$ cat src/hw/rtl/pis_ram.sv
module pis_ram #(
    parameter int WIDTH = 8,
    parameter int DEPTH = 16
) (
    input  logic                     clk,
    input  logic                     we,
    input  logic [$clog2(DEPTH)-1:0] waddr,
    input  logic [WIDTH-1:0]         wdata,
    input  logic [$clog2(DEPTH)-1:0] raddr,
    output logic [WIDTH-1:0]         rdata
);

    logic [WIDTH-1:0] mem [DEPTH];

    always_ff @(posedge clk)
    begin
        if (we)
            mem[waddr] <= wdata;
        rdata <= mem[raddr];
    end

endmodule

$ cat config.mk
export PLATFORM = sky130hd
export DESIGN_NAME = pis_ram
export DESIGN_NICKNAME = d
export VERILOG_FILES = /design/src/hw/rtl/pis_ram.sv
export SDC_FILE = /design/constraint.sdc
export NUM_CORES = 1
export LEC_CHECK = 0
export BUFFER_PORTS_ARGS = -buffer_cell sky130_fd_sc_hd__buf_4
export CAP_MARGIN = 25
export CORE_MARGIN = 3
export CORE_UTILIZATION = 40
export CTS_CLUSTER_SIZE = 10
export DETAILED_ROUTE_END_ITERATION = 8
export PLACE_DENSITY_LB_ADDON = 0.3
export SLEW_MARGIN = 5
export SYNTH_ARGS = -nofsm -noshare
export SYNTH_HDL_FRONTEND = slang
export SYNTH_SLANG_ARGS = --single-unit
$ cat constraint.sdc
create_clock -name clk -period 2 [get_ports clk]
set_input_delay 0.1 -clock clk [delete_from_list [all_inputs] [get_ports clk]]
set_output_delay 0.1 -clock clk [all_outputs]
set_load 0.02 [all_outputs]
Word-level counts from Yosys, hierarchy flattened
Memories as Yosys holds them, arrays and structs flattened. A register that Yosys moved wholly into a read port is not among the register bits.
Index checks and enable logic that the tools add are counted.

word-level totals
  register bits = 0
  RAM bits = 128
  bits of input ports = 18
  output and inout port bits = 8
  logic and storage cells = 3
  memories kept = 1

cells by class
  multiplexer cells = 2

memory list
  memory  words  bits a word  rd ports  clocked after memory_dff  wr ports  line  text
  mem     16     8            1         1                         1         13    logic [WIDTH-1:0] mem [DEPTH];

operators by type and width
  kind              number
  1-bit 2-to-1 mux  2

Depth between registers and ports, before layout
  depth in word-level cells = 2
  mapped depth = 5
  gate-level depth less buffers = 3

Least setup slack after synthesis
No wires, ideal clock.

  path type = input port to flip-flop
  start point = input port waddr[2]
  end point = memory mem[0][0], enable pin
  setup time = 383 ps
  data arrival time = 1210 ps
  data required time = 1617 ps
  setup slack = 407 ps
  cell stages on the path = 2
  buffers on the path = 0
  cells stage by stage = or3b_2 -> nor3_1

RTL lines
  element      line  text
  from (decl)  7     input logic [$clog2(DEPTH)-1:0] waddr,
  to (decl)    13

No word-level cell before the write port.

==> impl_metrics.toml <==
[setup_path]
crit_arrival_ns = 1.69
path_class = "reg -> reg"
critical_path.max_fanout = 1
required_ns = 2.28
endpoint_kind = "flop"
startpoint_type = "flop"

[floorplan]
die_area_um2 = 14300
num_rows = 40
initial_core_util_pct = 41.8
die_x_um = 119
coreArea_um2 = 12300
die_y_um = 119
ios = 26

[clock_network]
cts-resized-gates = 0
cts_root_buf = "clkbuf_16"
cts_tree = "built"
cts_hold_buffers = 4
htreeDepth = 4
clock_latency_ns = 0.41
postCtsSetupRepairBufs = 0
cts.sinks = 136
clkTransAtPathRegs_ns = 0.06
clk_path_buf_depth = 2
cts_made_buffers = 17

[sta]
skew_ns = 0.00809
final_max_slew_viol_count = 0
rsz0062_at_grt = "false"
clock.fmax_mhz = 711
setup_viol = 0
whs_ns = 0.0101
timing.final.crit_share_pct = 70.4
worstMarginPinSlew_ns = 0.474
hold_violations = 0
setup_tns_ns = 0
slew_headroom_pct = 68.4
final.min_clock_period_ns = 1.41

[cells_and_area]
antenna_cells_inserted = 0
seqCellArea_um2 = 4000
layoutNonFillerInstCount = 469
nFillCells = 1022
drive_gt1_share_pct = 31.2
multi_input_area_um2 = 1060
area_growth_pct = 21.4
mostFrequentLayoutCells = "edfxtp_1, buf_4, mux4_2"
final_nets = 306
final_common_cell = "edfxtp_1"

[drt]
vias_per_cell = 5.32
dr.pass1.iters = 4
drt_iter0_markers = 233
ant_nets = 0
drc = 0
wl_per_cell_um = 22.1
via_count = 2497
wirelength_um = 10400

[power]
ir_drop_v = 0.000693
swShare_pct = 21.1
p_int_mw = 5.17
power_frac_clock_pct = 45.8
seqPwrFrac_pct = 48.9
power_density_nw_per_um2 = 1050
power_leakage_nw = 2.12
p_sw_mw = 1.38
combPwrFrac_pct = 5.3

[synthesis]
syn-num-nets = 247
synthDistinctLibCells = 19
syn_area_um2 = 5150
ys_seq_area_share_pct = 77.8
ys_ff_latch = 136
synth.avg_cell_area_um2 = 22.5
netlist_instances = 229
yosysWarnings = 0

[global_routing]
overflow = 0
grt_start_max_net_pins = 33
gr-usage-met1_pct = 21.7
grt_pass1_vias = 2670
grt_pass1_wl_um = 16100
met3_usage_pct = 5.79
busiest_layer = "met2"
grtUsageTotal_pct = 15.9
antenna_found_initial = 0
met2_usage_pct = 23.9

[place]
dp.final_hpwl_um = 6500
placedCellCount = 432
port_buffers = 25
finalWeightedCongestion = 0.708

[worst_hold_path]
hold_class = "in -> reg"

[flow_run]
maxCapViolations = 0

[status]
status = "completed"
[Yosys cell counts]
| cell type | count | area [um^2] |
|---|---|---|
| clkdlybuf4s25_2 | 3 | 30.0 |
| and2b_1 | 1 | 7.51 |
| nand3_1 | 1 | 5.00 |
| nor2b_1 | 1 | 6.26 |
| buf_4 | 1 | 7.51 |
| nand2_1 | 9 | 33.8 |
| nand2b_1 | 2 | 12.5 |
| or3b_2 | 1 | 8.76 |
| dfxtp_1 | 8 | 160 |
| nor2_1 | 13 | 48.8 |
| and2_1 | 1 | 6.26 |
| edfxtp_1 | 128 | 3840 |
| mux4_2 | 18 | 405 |
| buf_2 | 3 | 15.0 |
| mux4_1 | 14 | 368 |
| a22oi_1 | 16 | 120 |
| buf_6 | 3 | 33.8 |
| nor3_1 | 4 | 20.0 |
| nand3b_1 | 2 | 15.0 |
[cell families after synthesis]
family                 Yosys count  synth area share [%]
AOI/OAI and AO/OA               16                  2.33
buffers and inverters           10                  1.68
DFF                            136                  77.8
muxes                           32                  15.0
and+or+nand+nor                 35                  3.18
[through the flow]
step                      setup slack (ns)  power, mW  cell area [um^2]  utilization, %
final                                0.593       6.56              6250            50.8
after global placement               0.352       3.60              5620            45.7
after global routing                 0.530       6.78              6250            50.8
after CTS                            0.567       6.63              6240            50.7
after floorplan                      0.407       3.44              5150               -
after detailed placement             0.352       3.61              5620            45.7
[flip-flops by register name, indices dropped and copies added, names as in the netlist]
register	cells
mem	128
rdata	8
[critical path: stages (launching register included)]
cell and delay (ns):
edfxtp_1 0.37, mux4_1 0.59, a22oi_1 0.22, nand2_1 0.11
[final cells by class]
class,count,area share (%)
sequential,136,64.1
multi-input combinational,83,16.9
clock buffer,17,6.81
timing repair buffer,50,6.41
tap,168,3.36
clock inverter,15,2.44
[routing by layer]
metal  share of wire, %  wire (um)
met2                 48       5000
met5                  0          0
met4               0.63         65
met3                6.0        620
met1                 45       4670
[power by group through the flow]
stage               Combinational, mW  Sequential, mW  Clock (mW)
finish                          0.345            3.21        3.01
detailed placement              0.343            3.27           0
global route                    0.376            3.21        3.19
global placement                0.334            3.26           0
CTS                             0.350            3.21        3.07
floorplan                       0.162            3.28           0
[path summary, 6_finish.rpt]
check | from | end | slack [ns] | cells after the start
setup / recovery | mem[9][4]$_DFFE_PP_ | rdata[4]$_DFF_P_ | 0.59 | 3
hold / removal | wdata[7] | mem[10][7]$_DFFE_PP_ | 0.01 | 1
setup reg to reg | mem[9][4]$_DFFE_PP_ | rdata[4]$_DFF_P_ | 0.59 | 3
hold reg to reg | mem[12][7]$_DFFE_PP_ | rdata[7]$_DFF_P_ | 0.67 | 3
Power figures use the tool's default switching activity.
