==> src/hw/rtl/pis_pkg.sv <==
package pis_pkg;

    localparam int ROWS    = 4;
    localparam int COLUMNS = 1024;
    localparam int ROW_W   = 2;
    localparam int COL_W   = $clog2(COLUMNS);
    localparam int ADDR_W  = ROW_W + COL_W;
    localparam int DEPTH   = ROWS * COLUMNS;

    localparam logic [63:0] MUR_M = 64'hc6a4a7935bd1e995;
    localparam int          MUR_R = 47;

    localparam logic [2:0] CMD_UPDATE = 3'd0;
    localparam logic [2:0] CMD_QUERY  = 3'd1;
    localparam logic [2:0] CMD_TICK   = 3'd2;
    localparam logic [2:0] CMD_WINDOW = 3'd3;
    localparam logic [2:0] CMD_CLEAR  = 3'd4;

    localparam logic [2:0] REG_KEY_BYTES = 3'd0;
    localparam logic [2:0] REG_COLD_BASE = 3'd1;
    localparam logic [2:0] REG_SEED_0    = 3'd2;
    localparam logic [2:0] REG_SEED_3    = 3'd5;

    typedef struct packed {
        logic [63:0] key;
        logic [31:0] count;
        logic        seen;
        logic [7:0]  cold;
    } ent_t;

    localparam int ENT_W = $bits(ent_t);

    function automatic logic [3:0] eff_len(input logic [3:0] kb);
        if (kb == 4'd0)
            return 4'd1;
        else if (kb > 4'd8)
            return 4'd8;
        else
            return kb;
    endfunction

    function automatic logic [63:0] key_mask(input logic [3:0] len);
        if (len >= 4'd8)
            return '1;
        else
            return (64'd1 << {len, 3'b000}) - 64'd1;
    endfunction

    function automatic logic [63:0] len_mul(input logic [3:0] len);
        return MUR_M * {60'd0, len};
    endfunction

endpackage

==> src/hw/rtl/pis_hash.sv <==
module pis_hash
    import pis_pkg::*;
(
    input  logic        clk,
    input  logic        rst_n,
    input  logic        start,
    input  logic [63:0] key,
    input  logic [3:0]  len,
    input  logic [63:0] seed,
    output logic        done,
    output logic [63:0] hash
);

    localparam logic [2:0] PH_IDLE = 3'd0;
    localparam logic [2:0] PH_K1   = 3'd1;
    localparam logic [2:0] PH_K2   = 3'd2;
    localparam logic [2:0] PH_H1   = 3'd3;
    localparam logic [2:0] PH_H2   = 3'd4;

    logic [2:0]  ph_reg, ph_next;
    logic [1:0]  st_reg, st_next;
    logic [63:0] x_reg, x_next;
    logic [63:0] p_reg, p_next;
    logic [63:0] h_reg, h_next;
    logic        done_reg, done_next;
    logic [31:0] mul_a, mul_b;
    logic [63:0] prod;
    logic [63:0] h0, pmix;

    // 64x64 low product by M over three 32x32 steps, fourth step mixes
    assign mul_a = (st_reg == 2'd1) ? x_reg[63:32] : x_reg[31:0];
    assign mul_b = (st_reg == 2'd2) ? MUR_M[63:32] : MUR_M[31:0];
    assign prod  = mul_a * mul_b;
    assign pmix  = p_reg ^ (p_reg >> MUR_R);
    assign h0    = seed ^ len_mul(len);

    always_comb
    begin
        ph_next   = ph_reg;
        st_next   = st_reg;
        x_next    = x_reg;
        p_next    = p_reg;
        h_next    = h_reg;
        done_next = 1'b0;
        if (start)
        begin
            st_next = 2'd0;
            if (len == 4'd8)
            begin
                h_next  = h0;
                x_next  = key;
                ph_next = PH_K1;
            end
            else
            begin
                h_next  = h0 ^ key;
                x_next  = h0 ^ key;
                ph_next = PH_H1;
            end
        end
        else if (ph_reg != PH_IDLE)
        begin
            st_next = st_reg + 2'd1;
            case (st_reg)
                2'd0: p_next = prod;
                2'd1, 2'd2: p_next = p_reg + {prod[31:0], 32'd0};
                default:
                begin
                    case (ph_reg)
                        PH_K1:
                        begin
                            x_next  = pmix;
                            ph_next = PH_K2;
                        end
                        PH_K2:
                        begin
                            h_next  = h_reg ^ p_reg;
                            x_next  = h_reg ^ p_reg;
                            ph_next = PH_H1;
                        end
                        PH_H1:
                        begin
                            h_next  = pmix;
                            x_next  = pmix;
                            ph_next = PH_H2;
                        end
                        default:
                        begin
                            h_next    = pmix;
                            ph_next   = PH_IDLE;
                            done_next = 1'b1;
                        end
                    endcase
                end
            endcase
        end
    end

    always_ff @(posedge clk or negedge rst_n)
    begin
        if (!rst_n)
        begin
            ph_reg   <= PH_IDLE;
            st_reg   <= 2'd0;
            done_reg <= 1'b0;
        end
        else
        begin
            ph_reg   <= ph_next;
            st_reg   <= st_next;
            done_reg <= done_next;
        end
    end

    always_ff @(posedge clk)
    begin
        x_reg <= x_next;
        p_reg <= p_next;
        h_reg <= h_next;
    end

    assign done = done_reg;
    assign hash = h_reg;

endmodule

==> config.mk <==
export PLATFORM = sky130hd
export DESIGN_NAME = pis_hash
export DESIGN_NICKNAME = d
export VERILOG_FILES = /design/src/hw/rtl/pis_pkg.sv /design/src/hw/rtl/pis_hash.sv
export SDC_FILE = /design/constraint.sdc
export NUM_CORES = 2
export LEC_CHECK = 0
export BUFFER_PORTS_ARGS = -buffer_cell sky130_fd_sc_hd__buf_2
export CAP_MARGIN = 20
export CORE_ASPECT_RATIO = 0.75
export CORE_MARGIN = 5
export CORE_UTILIZATION = 45
export CTS_CLUSTER_DIAMETER = 200
export CTS_CLUSTER_SIZE = 12
export DETAILED_ROUTE_END_ITERATION = 8
export PLACE_DENSITY_LB_ADDON = 0.1
export SYNTH_ARGS = -nofsm -noshare
export SYNTH_HDL_FRONTEND = slang
export SYNTH_SLANG_ARGS = --single-unit
==> constraint.sdc <==
create_clock -name clk -period 14.08 [get_ports clk]
set_input_delay 0.704 -clock clk [delete_from_list [all_inputs] [get_ports clk]]
set_output_delay 0.704 -clock clk [all_outputs]
set_load 0.1 [all_outputs]
# Word level (Yosys, flattened, before mapping)
# Cells that the tools add are included.
[totals]
out_inout_bits = 65
in_bits = 135
ff_bits = 198
word_cells = 60
[op_classes]
n_mul = 2
reduce_logical = 13
n_eq_ne = 8
muxes = 24
n_addsub = 2
bitwise_logic = 5
[op_table]
columns = ["cell", "n"]
rows = [
  ["2-to-1 mux 64 bit", 8],
  ["one-hot mux 64 bit (2 select lines)", 3],
  ["bitwise XOR 64 bit", 3],
  ["adder 64 bit", 1],
  ["multiplier 32 x 32 -> 64 bit", 1],
  ["multiplier 64 x 4 -> 64 bit (first input constant)", 1],
  ["2-to-1 mux 32 bit", 2],
  ["bitwise XOR 64 x 17 -> 64 bit", 1],
  ["2-to-1 mux 3 bit", 3],
  ["one-hot mux 3 bit (3 select lines)", 1],
  ["AND reduction 3 bit", 3],
  ["equality test 3 x 2 -> 1 bit (second input constant)", 2],
  ["2-to-1 mux 2 bit", 3],
  ["nonzero test 3 bit", 2],
  ["OR reduction 3 bit", 2],
  ["equality test 4 bit (second input constant)", 1],
  ["2-to-1 mux 1 bit", 4],
  ["nonzero test 2 bit", 2],
  ["OR reduction 2 bit", 2],
  ["equality test 3 x 1 -> 1 bit (second input constant)", 1],
  ["adder 2 x 1 -> 2 bit (second input constant)", 1],
  ["equality test 2 x 1 -> 1 bit (second input constant)", 1],
  ["equality test 2 bit (second input constant)", 1],
  ["logical NOT 2 bit", 1],
  ["4 further kinds", 4],
]

# Logic depth before layout (Yosys ltp)
[logic_depth]
word_depth = 6
ltp_mapped = 41
depth_no_buf = 38

# Worst setup path before layout
# No wires, ideal clock.
[synth_path]
path_kind = "register to register"
from = "register st_reg[1]"
to = "register p_reg[63], data pin"
period_less_slack_ns = 10.013
t_arrival_ns = 9.744
path_buffers = 4
path_stages_with_launch = 40
t_required_ns = 13.811
setup_time_ns = 0.269
slack_ns = 4.067
cell_sequence = "dfrtp_1 > inv_1 > ha_1 > clkbuf_1 > clkbuf_1 > buf_1 > mux2_2 > nand2b_1 > inv_1 > ha_1 > fa_1 > inv_1 > fa_1 > fa_1 > inv_1 > fa_1 > inv_1 > fa_1 > (+4 left out) > clkbuf_1 > nand3_1 > or3_1 > a21oi_1 > nand2b_1 > a21o_1 > a21oi_1 > o21bai_1 > a21oi_1 > xnor2_1 > ha_1 > nand2_1 > or3_1 > o2111a_1 > nor3_1 > a31oi_1 > xnor2_1 > mux2i_1"
[synth_between]
elab_chain_len = 5
elab_cells_between_ends = 9
cone_classes = "add/sub: 1; mul: 1; eq/ne: 2; mux: 3; reduce/logical: 2"
[synth_lines]
columns = ["element", "line", "text"]
rows = [
  ["start, declared", "pis_hash.sv:21", "logic [1:0] st_reg, st_next;"],
  ["start signal, assigned", "pis_hash.sv:110", "st_reg <= st_next;"],
  ["equality test 2 x 1 -> 1 bit / equality test 2 bit (equally long branches)", "pis_hash.sv:31, pis_hash.sv:64, pis_hash.sv:32", ""],
  ["2-to-1 mux 32 bit (on tied branches)", "pis_hash.sv:31, pis_hash.sv:32", ""],
  ["multiplier 32 x 32 -> 64 bit", "pis_hash.sv:33", "assign prod = mul_a * mul_b;"],
  ["adder 64 bit", "pis_hash.sv:66", "2'd1, 2'd2: p_next = p_reg + {prod[31:0], 32'd0};"],
  ["one-hot mux 64 bit (2 select lines) (*)", "pis_hash.sv:64", "case (st_reg)"],
  ["end signal, assigned", "pis_hash.sv:118", "p_reg <= p_next;"],
  ["end, declared", "pis_hash.sv:23", "logic [63:0] p_reg, p_next;"],
]
# Every way passes the cells marked *; elsewhere a longest branch is shown, timed or not.
# A chain may end at the register's enable or synchronous reset.

# Worst setup path after layout
# Same ends and word-level chain as after synthesis.

==> results summary <==
The run finished with clean final reports. The worst endpoint data arrival time came out at 11.74 ns. At the end of routability-driven placement, the weighted congestion stood at ~1. The placed instance area came out at roughly 44000 um^2. The number of rows in the core area is 96. The first-pass GRT wire length is around 220000 um.

The register-to-register path setup slack is approximately 2.5 ns. A synthesized cell averages about 9.4 um^2. During synthesis, Yosys emitted a total of 0 warnings.

The worst reg-to-reg path cell count is 33. The slew at the pin with the worst max-slew slack is ~1.2 ns. The final setup violation count is 0.

The most frequent standard cell in the layout excluding fill and tap cells is sky130_fd_sc_hd__inv_1. The library cells used most frequently in the layout, excluding fill and tap cells, are 783 x sky130_fd_sc_hd__inv_1, 615 x sky130_fd_sc_hd__fa_1, 482 x sky130_fd_sc_hd__ha_1. The final count of hold timing violations was 0.

The number of DRC violations after detailed-routing iteration 0 is around 3400. The number of global-route vias before repair is around 31000. Timing would allow up to between 80 and 90 MHz. At the end of the flow the core is filled with cells to 0.484. Counting I/O delays and the setup requirement, the final critical path takes between 10 and 15 ns. 200 I/O pins were placed.

The DRC violation count after routing is 0. For this block, the via count after detailed routing is between 30000 and 40000. The maximum net fanout on the critical path came out at 17.

For this configuration, the core starts out at a cell density of 0.452. For this run, the register share of the synthesized area comes to 0.143. The flop and latch count out of synthesis came out at 198. The number of CTS-inserted buffers came out at 17. The filler cells instantiated in the layout total ~8800. The area of the die is around 100000 um^2. Clock skew on the completed layout was measured at about 0.014 ns. The post-route antenna net violation count is 0. The routed wire length is approximately 150000 um. Hold repair after CTS inserted 0 buffers. The async set or reset register ratio after synthesis came out at 0.0303. In this run, post-CTS repair resized a total of 0 instances.

The floorplan step set the die width to approximately 360 um. The number of max-slew violations in the final report is 0. The final layout net count came out at 5735. The number of H-tree branching levels came out at 4. The number of unique standard cell types used by synthesis is 81.

The iteration count of the initial detailed-routing pass came out at 5. The wire-length estimate of the detail-placed layout is 131000 um. The number of antenna violations at the first check in global routing is 3. The total non-filler cell area in the finished layout came out at 44100 um^2. The core region is approximately 91000 um^2. The post-CTS setup-driven buffer insertion count came out at 0. For this design, the sink count on the clock tree is between 150 and 200.

The standard cell with the maximum stage delay on the critical path is sky130_fd_sc_hd__mux2i_1. After detailed routing, the number of vias per cell comes to about 5.6. The tightest min-delay check is of the in2async type.

The clock tree root buffer cell is sky130_fd_sc_hd__clkbuf_16. The critical path ends at p_reg[63]. Setup total negative slack on the finished layout was measured at 0 ns.

The worst register-to-register path begins at st_reg[1]. Setup repair after global routing left no endpoint under its margin. The worst setup path is launched from a register. The fraction of the cycle the final worst path needs came out at 0.819.

The final global-route overflow total is 0. Hold is met by 0.0673 ns. The synthesis-to-layout area growth is 7.08%.

Across every metal layer, demand over resource in global routing totals 0.309. The number of input and output port buffers inserted came out at approximately 200. The post-synthesis instance total is between 4000 and 5000. The capture point of the worst reg-to-reg path is p_reg[63]. Of the cells placed in the final design, the portion with a size suffix greater than 1 is 0.0731. Tracing the worst setup path back leads to its startpoint at st_reg[1].

In the final routed layout, each cell accounts on average for between 20 and 30 um. STA classifies the critical path endpoint as a register. The largest net degree at the start of global routing is 108. The relative slew slack came out at 0.225. The clock transition at the registers of the reported paths is ~0.080 ns. Max-cap violations in this run came to 0. The netlist area before placement came out at between 40000 and 50000 um^2. The prevailing post-synth register cell is sky130_fd_sc_hd__edfxtp_1. TritonCTS built the clock tree. The number of synthesized flops with an enable pin is about 190. The clock latency on the worst-skew pair is around 0.47 ns. The delay of the slowest critical-path stage is 0.92 ns.

The overall die height is about 270 um. The critical path is of the reg2reg type. The required time at the endpoint of the critical path came out at between 10 and 15 ns. The deepest clock path buffer count came out at 2.
## worst max-delay path, delay by kind of cell, from the launching register on
| kind | cells | cell delay, ns |
|---|---|---|
| multiplexers | 2 | 1.00 |
| AND/OR/NAND/NOR | 8 | 1.91 |
| adder cells (fa/ha/maj) | 11 | 4.57 |
| XOR/XNOR | 3 | 0.57 |
| AO/OA/AOI/OAI | 5 | 1.86 |
| buffers and inverters | 4 | 0.87 |
| flip-flops | 1 | 0.46 |
## layer usage
layer	vias to the layer above	GRT usage	wire length (um)
li1	14300	-	-
met3	96	0.0677	13600
met1	16200	0.499	74300
met2	1244	0.430	61300
met5	-	0	0
met4	0	0.0396	2090
## final cells by class
class                      count  area (um^2)  area share
antenna                        1         2.50   0.0000567
clock buffer                  17          425     0.00964
clock inverter                15          191     0.00434
inverter                     786         2950      0.0668
multi-input combinational   3260        31800       0.721
sequential                   198         5920       0.134
tap                         1225         1530      0.0347
timing repair buffer         237         1290      0.0292
## synthesized netlist by cell type, drive strengths merged (12+ instances only)
| cell type | n | share of area |
|---|---|---|
| or2 | 17 | 0.0026 |
| a21o | 94 | 0.017 |
| a21oi | 289 | 0.035 |
| a31oi | 25 | 0.0038 |
| nand3 | 26 | 0.0032 |
| o31ai | 18 | 0.0033 |
| edfxtp | 192 | 0.14 |
| mux2i | 66 | 0.016 |
| nor2b | 20 | 0.0030 |
| xor2 | 176 | 0.037 |
| nand2 | 373 | 0.034 |
| buf | 33 | 0.0039 |
| inv | 784 | 0.071 |
| nand2b | 29 | 0.0044 |
| nor3 | 33 | 0.0040 |
| o21a | 17 | 0.0031 |
| o21ai | 123 | 0.015 |
| and3 | 13 | 0.0020 |
| fa | 615 | 0.30 |
| ha | 485 | 0.15 |
| a211oi | 12 | 0.0022 |
| and2 | 50 | 0.0076 |
| o21bai | 28 | 0.0051 |
| or3 | 13 | 0.0020 |
| xnor2 | 316 | 0.068 |
| nand4 | 27 | 0.0041 |
| clkbuf | 112 | 0.010 |
| nor2 | 279 | 0.026 |
## worst min path at each step
stage                     start  endpoint  slack (ns)  depth (start not counted)
final                     rst_n      done        0.07                          1
after global routing      rst_n      done        0.05                          1
after CTS                 rst_n      done        0.05                          1
after detailed placement  rst_n      done        0.56                          1
after global placement    rst_n      done        0.56                          1
after floorplan           rst_n      done        0.41                          0
## stage by stage
stage          setup slack, ns  instances
3_3_place_gp              2.74       5704
3_5_place_dp              2.84       5705
4_1_cts                   2.76       5737
6_report                  2.55       5739
5_1_grt                   2.03       5738
2_1_floorplan             4.07       4389
## logic make-up (layout without fill, tap and decap cells)
family	count (synthesis)	count (layout)	share of synthesized area
buffers and inverters	931	1055	0.0856
DFF	198	198	0.143
adders and majority gates	1100	1100	0.446
muxes	77	77	0.0190
AOI/OAI and AO/OA	690	690	0.105
xor gates and xnor gates	492	492	0.105
other	2	4	0.000182
and+or+nand+nor	898	898	0.0959
Power is not shown: default switching activity piles up to over one toggle a cycle in this logic, so the estimate is an artifact.
