$ cat config.mk
export PLATFORM = sky130hd
export DESIGN_NAME = pis_mod
export DESIGN_NICKNAME = d
export VERILOG_FILES = /design/src/hw/rtl/pis_pkg.sv /design/src/hw/rtl/pis_mod.sv
export SDC_FILE = /design/constraint.sdc
export NUM_CORES = 1
export LEC_CHECK = 0
export BUFFER_PORTS_ARGS = -buffer_cell sky130_fd_sc_hd__buf_4
export CORE_UTILIZATION = 50
export CTS_CLUSTER_DIAMETER = 150
export DETAILED_ROUTE_END_ITERATION = 8
export GPL_TIMING_DRIVEN = 0
export PLACE_DENSITY = 0.87
export SETUP_SLACK_MARGIN = 0.15
export SYNTH_ARGS = -nofsm -noshare
export SYNTH_HDL_FRONTEND = slang
export SYNTH_SLANG_ARGS = --single-unit
$ cat constraint.sdc
create_clock -name clk -period 2.6 [get_ports clk]
set_input_delay 0.52 -clock clk [delete_from_list [all_inputs] [get_ports clk]]
set_output_delay 0.52 -clock clk [all_outputs]
set_load 0.1 [all_outputs]
$ cat src/hw/rtl/pis_pkg.sv
package pis_pkg;

    localparam int ROWS    = 4;
    localparam int COLUMNS = 1024;
    localparam int ROW_W   = 2;
    localparam int COL_W   = $clog2(COLUMNS);
    localparam int ADDR_W  = ROW_W + COL_W;
    localparam int DEPTH   = ROWS * COLUMNS;

    localparam logic [63:0] MUR_M = 64'hc6a4a7935bd1e995;
    localparam int          MUR_R = 47;

    localparam logic [2:0] CMD_UPDATE = 3'd0;
    localparam logic [2:0] CMD_QUERY  = 3'd1;
    localparam logic [2:0] CMD_TICK   = 3'd2;
    localparam logic [2:0] CMD_WINDOW = 3'd3;
    localparam logic [2:0] CMD_CLEAR  = 3'd4;

    localparam logic [2:0] REG_KEY_BYTES = 3'd0;
    localparam logic [2:0] REG_COLD_BASE = 3'd1;
    localparam logic [2:0] REG_SEED_0    = 3'd2;
    localparam logic [2:0] REG_SEED_3    = 3'd5;

    typedef struct packed {
        logic [63:0] key;
        logic [31:0] count;
        logic        seen;
        logic [7:0]  cold;
    } ent_t;

    localparam int ENT_W = $bits(ent_t);

    function automatic logic [3:0] eff_len(input logic [3:0] kb);
        if (kb == 4'd0)
            return 4'd1;
        else if (kb > 4'd8)
            return 4'd8;
        else
            return kb;
    endfunction

    function automatic logic [63:0] key_mask(input logic [3:0] len);
        if (len >= 4'd8)
            return '1;
        else
            return (64'd1 << {len, 3'b000}) - 64'd1;
    endfunction

    function automatic logic [63:0] len_mul(input logic [3:0] len);
        return MUR_M * {60'd0, len};
    endfunction

endpackage

$ cat src/hw/rtl/pis_mod.sv
module pis_mod
    import pis_pkg::*;
(
    input  logic        clk,
    input  logic        rst_n,
    input  logic        start,
    input  logic [31:0] num,
    input  logic [40:0] den,
    output logic        done,
    output logic [31:0] rem
);

    logic [5:0]  cnt_reg, cnt_next;
    logic        busy_reg, busy_next;
    logic        done_reg, done_next;
    logic [31:0] n_reg, n_next;
    logic [31:0] r_reg, r_next;
    logic [32:0] trial;

    // restoring remainder, one numerator bit per cycle
    assign trial = {r_reg, n_reg[31]};

    always_comb
    begin
        cnt_next  = cnt_reg;
        busy_next = busy_reg;
        done_next = 1'b0;
        n_next    = n_reg;
        r_next    = r_reg;
        if (start)
        begin
            cnt_next  = 6'd0;
            busy_next = 1'b1;
            n_next    = num;
            r_next    = 32'd0;
        end
        else if (busy_reg)
        begin
            n_next = {n_reg[30:0], 1'b0};
            if ({8'd0, trial} >= den)
                r_next = 32'({8'd0, trial} - den);
            else
                r_next = trial[31:0];
            cnt_next = cnt_reg + 6'd1;
            if (cnt_reg == 6'd31)
            begin
                busy_next = 1'b0;
                done_next = 1'b1;
            end
        end
    end

    always_ff @(posedge clk or negedge rst_n)
    begin
        if (!rst_n)
        begin
            cnt_reg  <= 6'd0;
            busy_reg <= 1'b0;
            done_reg <= 1'b0;
        end
        else
        begin
            cnt_reg  <= cnt_next;
            busy_reg <= busy_next;
            done_reg <= done_next;
        end
    end

    always_ff @(posedge clk)
    begin
        n_reg <= n_next;
        r_reg <= r_next;
    end

    assign done = done_reg;
    assign rem  = r_reg;

endmodule

== Word-level counts from Yosys, hierarchy flattened ==
Cells that the tools add are included.

* Register bits: 72
* Input bits: 76
* Output and inout port bits: 33
* Logic and storage cells: 21

* $add $sub $neg: 2
* Order comparisons: 1
* Equality and inequality tests: 1
* Multiplexer cells: 11
* Reduce and logical (&&, ||, !) cells: 1

{| class="wikitable"
|+ Operator list
! cell !! number
|-
| two-way mux 32 bit || 3
|-
| greater-or-equal comparator 33 x 41 -> 1 bit || 1
|-
| subtractor 32 bit || 1
|-
| two-way mux 6 bit || 2
|-
| adder 6 x 1 -> 6 bit (second input constant) || 1
|-
| == test 6 x 5 -> 1 bit (second input constant) || 1
|-
| two-way mux 1 bit || 6
|-
| nonzero test 2 bit || 1
|}

== Longest topological paths before layout ==
Gate-level depths: netlist of run 1.

* Word-level depth: 4
* Mapped depth: 13
* Mapped depth without buffers: 12

== Worst setup path before layout of run 1 ==
No wires, ideal clock.

* Path kind: register to register
* Start point: register r_reg[0] (netlist: rem[0])
* End point: register r_reg[10] (netlist: rem[10])
* Library setup time: 0.128 ns
* Arrival time: 3.264 ns
* Required time: 2.472 ns
* Setup slack: -0.792 ns
* Stages on the path, launching flop included: 12
* Path buffers: 2
* Period minus slack after synthesis: 3.392 ns
* Cells stage by stage: dfxtp_1 -> ha_1 -> nor2b_2 -> o2111ai_2 -> a2111oi_4 -> nor4b_1 -> a2111o_1 -> a31oi_1 -> buf_4 -> buf_4 -> mux2i_1 -> o21ai_1

* Cells in the longest elaborated chain, start to end: 2
* Elaborated cells between the ends (all ways): 3
* Classes of those cells: 1 x add/sub; 1 x order compare; 1 x mux

{| class="wikitable"
|+ RTL lines
! element !! RTL line !! text
|-
| from (decl) || pis_mod.sv:17 || <nowiki>logic [31:0] r_reg, r_next;</nowiki>
|-
| from (signal assigned) || pis_mod.sv:72 || <nowiki>r_reg <= r_next;</nowiki>
|-
| greater-or-equal comparator 33 x 41 -> 1 bit / subtractor 32 bit (equally long branches) || pis_mod.sv:40, pis_mod.sv:41 ||
|-
| two-way mux 32 bit * || pis_mod.sv:40 || <nowiki>if ({8'd0, trial} >= den)</nowiki>
|}

Mark *: on every way between the ends. The rest lies on a longest branch, timed or not.
A chain may end at the register's enable or synchronous reset.

== Worst setup path after layout of run 1 ==
* Start point: register r_reg[22] (netlist: rem[22])
* End point: register r_reg[7] (netlist: rem[7])

* Cells in the longest elaborated chain, start to end: 2

{| class="wikitable"
|+ RTL lines
! element !! RTL line
|-
| greater-or-equal comparator 33 x 41 -> 1 bit || pis_mod.sv:40
|-
| two-way mux 32 bit || pis_mod.sv:40
|}

Every way passes these cells.

==> flow_summary_export.csv, run 1 <==
group,metric,value,unit
grt,antenna_found_initial,0,
place,place.gp.congestion,0.974,
cts,cts_tree,"yes",
flow_run,cap_violations,0,
layout,antenna_cells,0,
cts,ctsRootBufferMaster,"clkbuf_8",
worst_setup_path,critPathTopFamily,"compound AO/OA/AOI/OAI gates",
routing,wl_per_cell,19.3,microns
logic_synthesis,async_reset_ff_share,11.1,%
logic_synthesis,ys_types,58,
cts,htreeDepth,3,
timing,period_needed,3.14,ns
layout,final_cell_area,7390,sq um
pwr,max-vdd-ir-drop,269,uV
logic_synthesis,synth_cells,588,
timing,hold-worst-slack,0.459,ns
worst_setup_path,crit_required,2.80,ns
grt,grt_max_degree,17,
routing,route.detailed.drc,0,
logic_synthesis,yosysSeqAreaShare,34.6,%
grt,grt_pass1_vias,5032,
die,start_util,52.5,%
routing,drt-total-wl,17000,microns
logic_synthesis,synth-edff-count,32,
worst_setup_path,worst-path-buf-inv,4,
place,dpl_cell_area,6490,sq um
cts,clk_pin_slew,0.09,ns
timing,drv_slew,0,
place,port_buffers,108,
timing,max_freq,319,MHz
grt,grt-ovfl-total,0,
layout,n_fill_cell,632,
die,fp.dieArea,10800,sq um
routing,drt-pass1-iter-count,6,
worst_setup_path,crit_type,"reg2reg",
pwr,power_density,347,nW/um^2
logic_synthesis,synth_top_cell_area_share,18.5,%
logic_synthesis,synth_ff_type,"edfxtp_1",
timing,rsz0062_at_grt,"yes",
place,dp_slack,-0.830,ns
logic_synthesis,syn-num-nets,699,
layout,drive_gt1_share,41.3,%
pwr,total_leakage_power,3.15,nW
timing,clock_skew,0.0145,ns
timing,tightest_slew,0.647,ns
timing,finalHoldViolations,0,
routing,num_vias,5465,
routing,drt_iter0_markers,514,
logic_synthesis,syn_area_per_cell,8.85,sq um
cts,worstSkewPairLatency,0.36,ns
cts,cts_inserted_buffers,9,
die,top_level_ports,109,
routing,vias_per_cell,6.20,
worst_hold_path,hp-class,"in2reg",
worst_setup_path,crit_fanout,7,
layout,layout.nets,855,
logic_synthesis,synth_area,5200,sq um
logic_synthesis,synth_area_leaders,"edfxtp_1, dfxtp_1, ha_1, mux2_2, mux2i_1",
timing,slew-limit-headroom,56.8,%
routing,route.antenna.remaining_nets,0,
die,die_w,104,microns
die,rows,36,
cts,clock_sinks,72,
worst_setup_path,end_kind,"register",
outcome,outcome,"complete, but fails checks",
logic_synthesis,ys_seq_elements,72,
worst_setup_path,crit_path_top_delay_cell,"dfxtp_4",
layout,final_common_cell,"buf_4",
worst_setup_path,crit_top_cell,"buf_8",
cts,clockBufferDepth,2,
timing,setup_viol_count_final,32,
logic_synthesis,synth_top_cell_by_area,"edfxtp_1",
worst_setup_path,worstPathCellList,"ha_4, buf_8, nand4_1, nor4_2, a311oi_1, o31ai_1, o211ai_1, a31oi_4, buf_8, buf_6, buf_12, mux2i_2, o21ai_1",
timing,period_share,121,%
logic_synthesis,ys.warnings.count,0,
worst_setup_path,worstPathArrival,3.34,ns
timing,setup_slack,-0.537,ns
worst_setup_path,crit_path_max_incr_delay,0.37,ns
worst_setup_path,cp-start-kind,"register",
die,die_y,104,microns
die,core-area,9910,sq um
outcome,violations,"negative setup slack",
place,hpwl,11100,microns
layout,areaGrowthSynthToFinish,42.0,%
grt,grt_first_pass_wirelength,24100,microns
layout,final_cell_mix,"buf_4, nand2_1, nor2_1",
grt,grt_use_total,27.8,%
-- final timing paths --
check / startpoint / end / slack [ns] / cells after the start
worst max-delay path: rem[22] / rem[7] / -0.54 / 13
worst min-delay path: num[17] / n_reg[17] / 0.46 / 2
worst max register to register: rem[22] / rem[7] / -0.54 / 13
worst min register to register: rem[13] / rem[13] / 0.48 / 2
max in group asynchronous: rst_n / cnt_reg[0] / 1.96 / 2
min in group asynchronous: rst_n / done / 0.50 / 2
-- synthesized netlist by cell type, drive strengths merged, types with 2 or more instances --
cell type  count
a211oi         8
a21boi         2
a21o          10
a21oi         34
a221o          2
a311oi         6
a31oi          5
and2           2
and3           3
buf           11
clkbuf        27
dfrtp          8
dfxtp         32
edfxtp        32
ha            34
inv           45
mux2          31
mux2i         24
nand2         59
nand2b         6
nand3          6
nand3b         2
nand4         12
nor2          43
nor2b          3
nor3          10
nor4           6
nor4b          2
o2111ai        3
o211ai         3
o21a           6
o21ai         40
o21bai        10
o221ai         3
o311a          2
o31a           6
o41ai          2
or3            6
xnor2         12
xor2          18
-- logic make-up (layout without fill, tap and decap cells) --
group / after synthesis / in the layout / share of synthesized area (%)
AO/OA/AOI/OAI: 149 / 149 / 19.2
adder cells (fa/ha/maj): 35 / 35 / 8.56
AND/OR/NAND/NOR: 164 / 164 / 14.9
flip-flops: 72 / 72 / 34.6
buffers and inverters: 83 / 244 / 6.42
multiplexers: 55 / 55 / 11.3
XOR/XNOR: 30 / 30 / 5.05
-- area by class of cell --
type	count	area [sq um]	area share (%)
multi-input combinational	433	3520	47.6
sequential	72	1900	25.7
timing repair buffer	144	1140	15.4
buffer	38	308	4.16
inverter	45	185	2.51
tap	133	166	2.25
clock buffer	10	128	1.73
clock inverter	6	43.8	0.592
timing repair inverter	1	7.51	0.102
-- where the power goes --
part / total, mW / internal, mW / switching (mW)
clock: 0.804 / 0.350 / 0.454
combinational: 0.513 / 0.259 / 0.254
sequential: 1.25 / 1.22 / 0.0267
-- worst reg2reg max path, cell delays in order (launching register included) --
cell and delay, ns:
dfxtp_4 0.37, ha_4 0.27, buf_8 0.12, nand4_1 0.17, nor4_2 0.34, a311oi_1 0.17, o31ai_1 0.30, o211ai_1 0.19
a31oi_4 0.26, buf_8 0.19, buf_6 0.12, buf_12 0.11, mux2i_2 0.25, o21ai_1 0.11
-- per-stage QoR --
step / power (mW) / setup TNS [ns] / cells / util [%]
floorplan: 1.55 / -3.13 / 588 / -
global placement: 1.69 / -23.17 / 829 / 65.5
detailed placement: 1.71 / -27.20 / 829 / 65.5
CTS: 2.52 / -7.50 / 859 / 70.2
global route: 2.66 / -14.37 / 882 / 74.6
finish: 2.57 / -11.78 / 882 / 74.6
-- repair_timing --
item,in CTS,in global routing
cloned,3,0
hold buffers,1,0
pin swaps,16,22
gates resized for setup,36,66
setup buffers,10,24
endpoints found under the hold margin,8,0
setup endpoints to repair,64,32
-- layer usage --
layer / global-route usage (%) / vias to the layer above / wire length (microns)
met5: 0 / - / 0
met4: 15.2 / 0 / 884
met3: 4.89 / 92 / 1260
met2: 46.9 / 328 / 8440
met1: 33.6 / 2605 / 6460
li1: - / 2440 / -
No activity file was read; power rests on OpenSTA's default activity.
==> inputs of run 2 (changes only) <==
- CORE_UTILIZATION: 50 -> 37
- CTS_BUF_LIST: default -> sky130_fd_sc_hd__clkbuf_16
- PLACE_DENSITY: 0.87 -> 0.7
==> run 2 against run 1 <==
The run still ends with negative setup slack left. Die area rose by 34%. First-iteration DRC count is 39% lower. Flip-flop and latch count did not move. Non-clock buffer count increased by 1. Critical path depth down 1. Combinational power decreased by 3%. Wire length is 7.4% lower. Maximum frequency grew 8.6%. Register-to-register slack better by 0.25 ns. Clock-buffer cell count is 1 lower. Largest power group is now the clock network. Highest routed layer unchanged.
==> flow_summary_export.csv, run 2 (synthesis gave the netlist of run 1 again) <==
group,metric,value,unit
timing,setup_viol_count_final,32,
die,fp.dieArea,14500,sq um
worst_setup_path,crit_fanout,7,
pwr,power_density,403,nW/um^2
pwr,internal_power,2.23,mW
cts,clock_sinks,72,
pwr,max-vdd-ir-drop,389,uV
cts,clockBufferDepth,2,
cts,clk_pin_slew,0.06,ns
place,dp_slack,-0.814,ns
place,dp.cells,872,
timing,drv_slew,0,
die,top_level_ports,109,
layout,drive_gt1_share,40.1,%
die,die_w,121,microns
grt,grt_pass1_vias,4936,
worst_setup_path,crit_path_max_incr_delay,0.38,ns
die,rows,42,
die,core-area,13500,sq um
worst_setup_path,worstPathCellList,"ha_4, buf_6, nand4_1, nor4_2, a311oi_2, o31ai_1, o211ai_1, a31oi_1, buf_6, buf_12, mux2i_4, o21ai_1",
layout,final_cells,926,
grt,antenna_found_initial,0,
timing,period_needed,2.89,ns
routing,route.detailed.drc,0,
pwr,p_sw_share,26.1,%
timing,setup_slack,-0.289,ns
cts,cts_tree,"yes",
worst_setup_path,cp-start-kind,"register",
layout,antenna_cells,0,
routing,drt_iter0_markers,311,
timing,period_share,111,%
pwr,p_clk_share,42.0,%
grt,grt_use_total,21.2,%
layout,n_fill_cell,1175,
place,port_buffers,108,
layout,final_cell_mix,"buf_4, nand2_1, nor2_1",
layout,final_common_cell,"buf_4",
routing,vias_per_cell,5.50,
flow_run,cap_violations,0,
pwr,seqPwrFrac,41.5,%
timing,slew-limit-headroom,56.8,%
pwr,total_leakage_power,3.20,nW
timing,clock_skew,0.00905,ns
place,place.gp.congestion,0.925,
layout,layout.nets,856,
routing,route.antenna.remaining_nets,0,
timing,max_freq,346,MHz
routing,wl_per_cell,17.0,microns
worst_setup_path,end_kind,"register",
place,hpwl,11200,microns
cts,cts_inserted_buffers,9,
routing,drt-total-wl,15800,microns
pwr,p_sw,0.787,mW
pwr,comb_power_share,16.6,%
cts,ctsRootBufferMaster,"clkbuf_16",
grt,grt_max_degree,17,
timing,finalHoldViolations,0,
layout,final_cell_area,7480,sq um
cts,worstSkewPairLatency,0.34,ns
timing,tightest_slew,0.649,ns
timing,rsz0062_at_grt,"yes",
worst_setup_path,crit_path_top_delay_cell,"nor4_2",
timing,fin_tns_setup,-7.10,ns
outcome,outcome,"complete, but fails checks",
grt,grt_first_pass_wirelength,24300,microns
die,start_util,38.5,%
routing,num_vias,5095,
worst_setup_path,crit_top_cell,"buf_6",
pwr,p_total,3.01,mW
cts,htreeDepth,3,
worst_setup_path,crit_type,"reg2reg",
worst_setup_path,worstPathArrival,3.09,ns
worst_hold_path,hp-class,"in2reg",
routing,drt-pass1-iter-count,5,
place,dpl_cell_area,6540,sq um
worst_setup_path,crit_required,2.80,ns
grt,grt-ovfl-total,0,
outcome,violations,"negative setup slack",
layout,areaGrowthSynthToFinish,43.8,%
die,die_y,121,microns
-- run 2: cell count changes in the layout (fill, tap and decap cells not counted), sizes merged --
cell / change
buf: -3
bufinv: +1
clkbuf: +3
-- run 2: metrics by stage --
step | hold WS, ns | util (%)
floorplan | 0.224 | -
global placement | 0.340 | 48.4
detailed placement | 0.348 | 48.4
CTS | 0.467 | 52.2
global route | 0.462 | 55.4
finish | 0.470 | 55.4
-- run 2: final timing paths --
path	start	end	slack (ns)	depth (start not counted)
min in group asynchronous	rst_n	busy_reg	0.53	2
max	rem[22]	rem[19]	-0.29	12
max in group asynchronous	rst_n	cnt_reg[1]	1.94	2
min reg2reg	rem[14]	rem[14]	0.47	2
max reg2reg	rem[22]	rem[19]	-0.29	12
min	num[0]	n_reg[0]	0.47	2
-- run 2: timing repair --
item | 4_1_cts | 5_1_grt
gates resized for setup | 22 | 58
hold buffers | 1 | 0
setup buffers | 14 | 20
hold endpoints to repair | 8 | 0
setup endpoints to repair | 64 | 32
cloned | 1 | 2
pin swaps | 16 | 21
-- run 2: power by group through the flow --
stage | Sequential, mW | Combinational (mW) | Clock (mW)
2_1_floorplan | 1.29 | 0.257 | 0
3_3_place_gp | 1.27 | 0.421 | 0
3_5_place_dp | 1.28 | 0.434 | 0
4_1_cts | 1.25 | 0.455 | 1.28
5_1_grt | 1.26 | 0.539 | 1.32
6_report | 1.25 | 0.499 | 1.26
-- run 2: per-layer routing --
layer	vias to the layer above	share of wire, %	track usage, %
li1	2441	-	-
met1	2425	41	25.6
met2	191	49	36.9
met3	38	6.4	5.00
met4	0	3.0	7.18
met5	-	0	0
-- run 2: layout make-up --
type	instances	area [sq um]	share of cell area (%)
buffer	38	277	3.70
clock inverter	7	71.3	0.953
multi-input combinational	433	3440	46.0
timing repair buffer	145	1150	15.4
timing repair inverter	1	7.51	0.100
inverter	45	185	2.47
clock buffer	9	225	3.01
tap	176	220	2.94
sequential	72	1900	25.4
-- run 2: worst max-delay path, delay by kind of cell, from the launching register on --
family	cells	cell delay, ns
adders and majority gates	1	0.26
buffers and inverters	3	0.47
AOI/OAI and AO/OA	5	0.86
and+or+nand+nor	2	0.55
DFF	1	0.36
muxes	1	0.24
==> inputs of run 3 (changes only) <==
--- a/constraint.sdc
+++ b/constraint.sdc
@@ -3,2 +3,2 @@
 set_output_delay 0.52 -clock clk [all_outputs]
-set_load 0.1 [all_outputs]
+set_load 0.02 [all_outputs]
==> run 3 against run 2 <==
The flow still finishes with violations (negative setup slack). Wire length up 1.2%. Critical path depth unchanged. Critical path type unchanged. Largest power group is now registers. Sequential power about the same.
==> flow_summary_export.csv, run 3 (synthesis gave the netlist of run 1 again) <==
group,metric,value,unit
pwr,total_leakage_power,3.18,nW
worst_setup_path,crit_fanout,4,
grt,grt_use_total,21.3,%
routing,num_vias,5090,
place,port_buffers,108,
layout,final_cells,925,
grt,grt_use_met3,5.75,%
flow_run,cap_violations,0,
timing,setup_slack,-0.436,ns
cts,ctsRootBufferMaster,"clkbuf_16",
grt,met2_usage,37.9,%
timing,period_share,117,%
cts,clk_pin_slew,0.06,ns
layout,seq_area,1820,sq um
die,fp.dieArea,14500,sq um
grt,grt_first_pass_wirelength,24100,microns
worst_setup_path,crit_type,"reg2reg",
layout,drive_gt1_share,36.4,%
cts,clockBufferDepth,2,
worst_hold_path,hp-class,"in2reg",
worst_setup_path,end_kind,"register",
pwr,power_density,391,nW/um^2
pwr,p_sw,0.741,mW
pwr,p_total,2.88,mW
die,rows,42,
routing,vias_per_cell,5.50,
grt,grt-ovfl-total,0,
place,hpwl,11400,microns
grt,antenna_found_initial,0,
cts,cts_tree,"yes",
place,place.gp.congestion,0.980,
die,die_w,121,microns
cts,worstSkewPairLatency,0.34,ns
routing,wl_per_cell,17.3,microns
grt,grt.busiest_layer,"met2",
cts,cts_inserted_buffers,9,
pwr,internal_power,2.14,mW
place,dp_slack,-0.779,ns
pwr,max-vdd-ir-drop,335,uV
layout,layout.nets,855,
pwr,comb_power_share,16.2,%
routing,route.detailed.drc,0,
pwr,seqPwrFrac,44.0,%
timing,drv_slew,0,
die,die_y,121,microns
timing,hold-worst-slack,0.468,ns
place,dp.cells,872,
outcome,violations,"negative setup slack",
grt,grt_pass1_vias,4867,
routing,drt-pass1-iter-count,5,
layout,fin_util,54.6,%
timing,tightest_slew,0.718,ns
timing,rsz0062_at_grt,"yes",
layout,final_cell_mix,"buf_4, nand2_1, nor2_1",
timing,period_needed,3.04,ns
layout,n_fill_cell,1190,
routing,drt-total-wl,16000,microns
grt,met1_usage,25.0,%
timing,max_freq,329,MHz
worst_setup_path,crit_required,2.77,ns
routing,route.antenna.remaining_nets,0,
layout,multi_input_area,3400,sq um
die,start_util,38.5,%
die,top_level_ports,109,
place,dpl_cell_area,6430,sq um
outcome,outcome,"complete, but fails checks",
layout,final_common_cell,"buf_4",
timing,fin_tns_setup,-10.63,ns
pwr,p_clk_share,39.8,%
timing,setup_viol_count_final,32,
timing,slew-limit-headroom,52.1,%
worst_setup_path,worstPathArrival,3.20,ns
layout,antenna_cells,0,
cts,htreeDepth,3,
grt,grt_max_degree,17,
worst_setup_path,cp-start-kind,"register",
pwr,p_sw_share,25.7,%
timing,clock_skew,0.0118,ns
layout,areaGrowthSynthToFinish,41.7,%
die,core-area,13500,sq um
cts,clock_sinks,72,
layout,final_cell_area,7370,sq um
routing,drt_iter0_markers,296,
timing,finalHoldViolations,0,
run 3: changes by cell type in the layout (fill, tap and decap cells not counted), moves of 3 or more:
cell     previous run  this run
buf_12              3         6
dfxtp_4            24         4
buf_4             138       133
dfxtp_1             2        23
mux2i_1            18        22
mux2i_4             4         0
run 3: final timing paths:
path / startpoint / depth (start not counted) / slack (ns) / endpoint
max reg2reg: n_reg[31] / 12 / -0.44 / rem[20]
min: num[0] / 2 / 0.47 / n_reg[0]
max: n_reg[31] / 12 / -0.44 / rem[20]
min in group asynchronous: rst_n / 2 / 0.53 / cnt_reg[0]
min reg2reg: rem[7] / 2 / 0.48 / rem[7]
max in group asynchronous: rst_n / 2 / 1.93 / cnt_reg[4]
run 3: final cells by class:
cell class / count / area share (%)
inverter: 45 / 2.51
timing repair inverter: 1 / 0.102
tap: 176 / 2.99
timing repair buffer: 144 / 16.0
clock inverter: 7 / 0.628
sequential: 72 / 24.7
buffer: 38 / 3.90
multi-input combinational: 433 / 46.1
clock buffer: 9 / 3.05
run 3: repair_timing:
item	4_1_cts	5_1_grt
endpoints found under the setup margin	64	32
cloned	4	0
setup buffers	12	20
endpoints found under the hold margin	8	0
resized for setup	50	37
hold buffers	1	0
pin swaps	25	18
run 3: routing by layer:
| metal | wire length, microns | part of all wire, % |
|---|---|---|
| met4 | 312 | 2.0 |
| met1 | 6740 | 42 |
| met5 | 0 | 0 |
| met2 | 7990 | 50 |
| met3 | 936 | 5.9 |
run 3: power groups by stage:
stage | combinational [mW] | sequential, mW | clock (mW)
6_report | 0.468 | 1.27 | 1.15
5_1_grt | 0.505 | 1.27 | 1.22
4_1_cts | 0.435 | 1.27 | 1.17
3_5_place_dp | 0.415 | 1.30 | 0
3_3_place_gp | 0.404 | 1.29 | 0
2_1_floorplan | 0.257 | 1.29 | 0
run 3: critical path: stages (launching register included):
cell and delay (ns):
edfxtp_1 0.42, inv_2 0.09, ha_4 0.13, inv_2 0.04, fa_2 0.34, a21o_1 0.18, a221o_1 0.39, a311oi_2 0.38
nor2_2 0.08, o41ai_2 0.27, nand2b_1 0.14, xnor2_2 0.26, a311oi_2 0.14
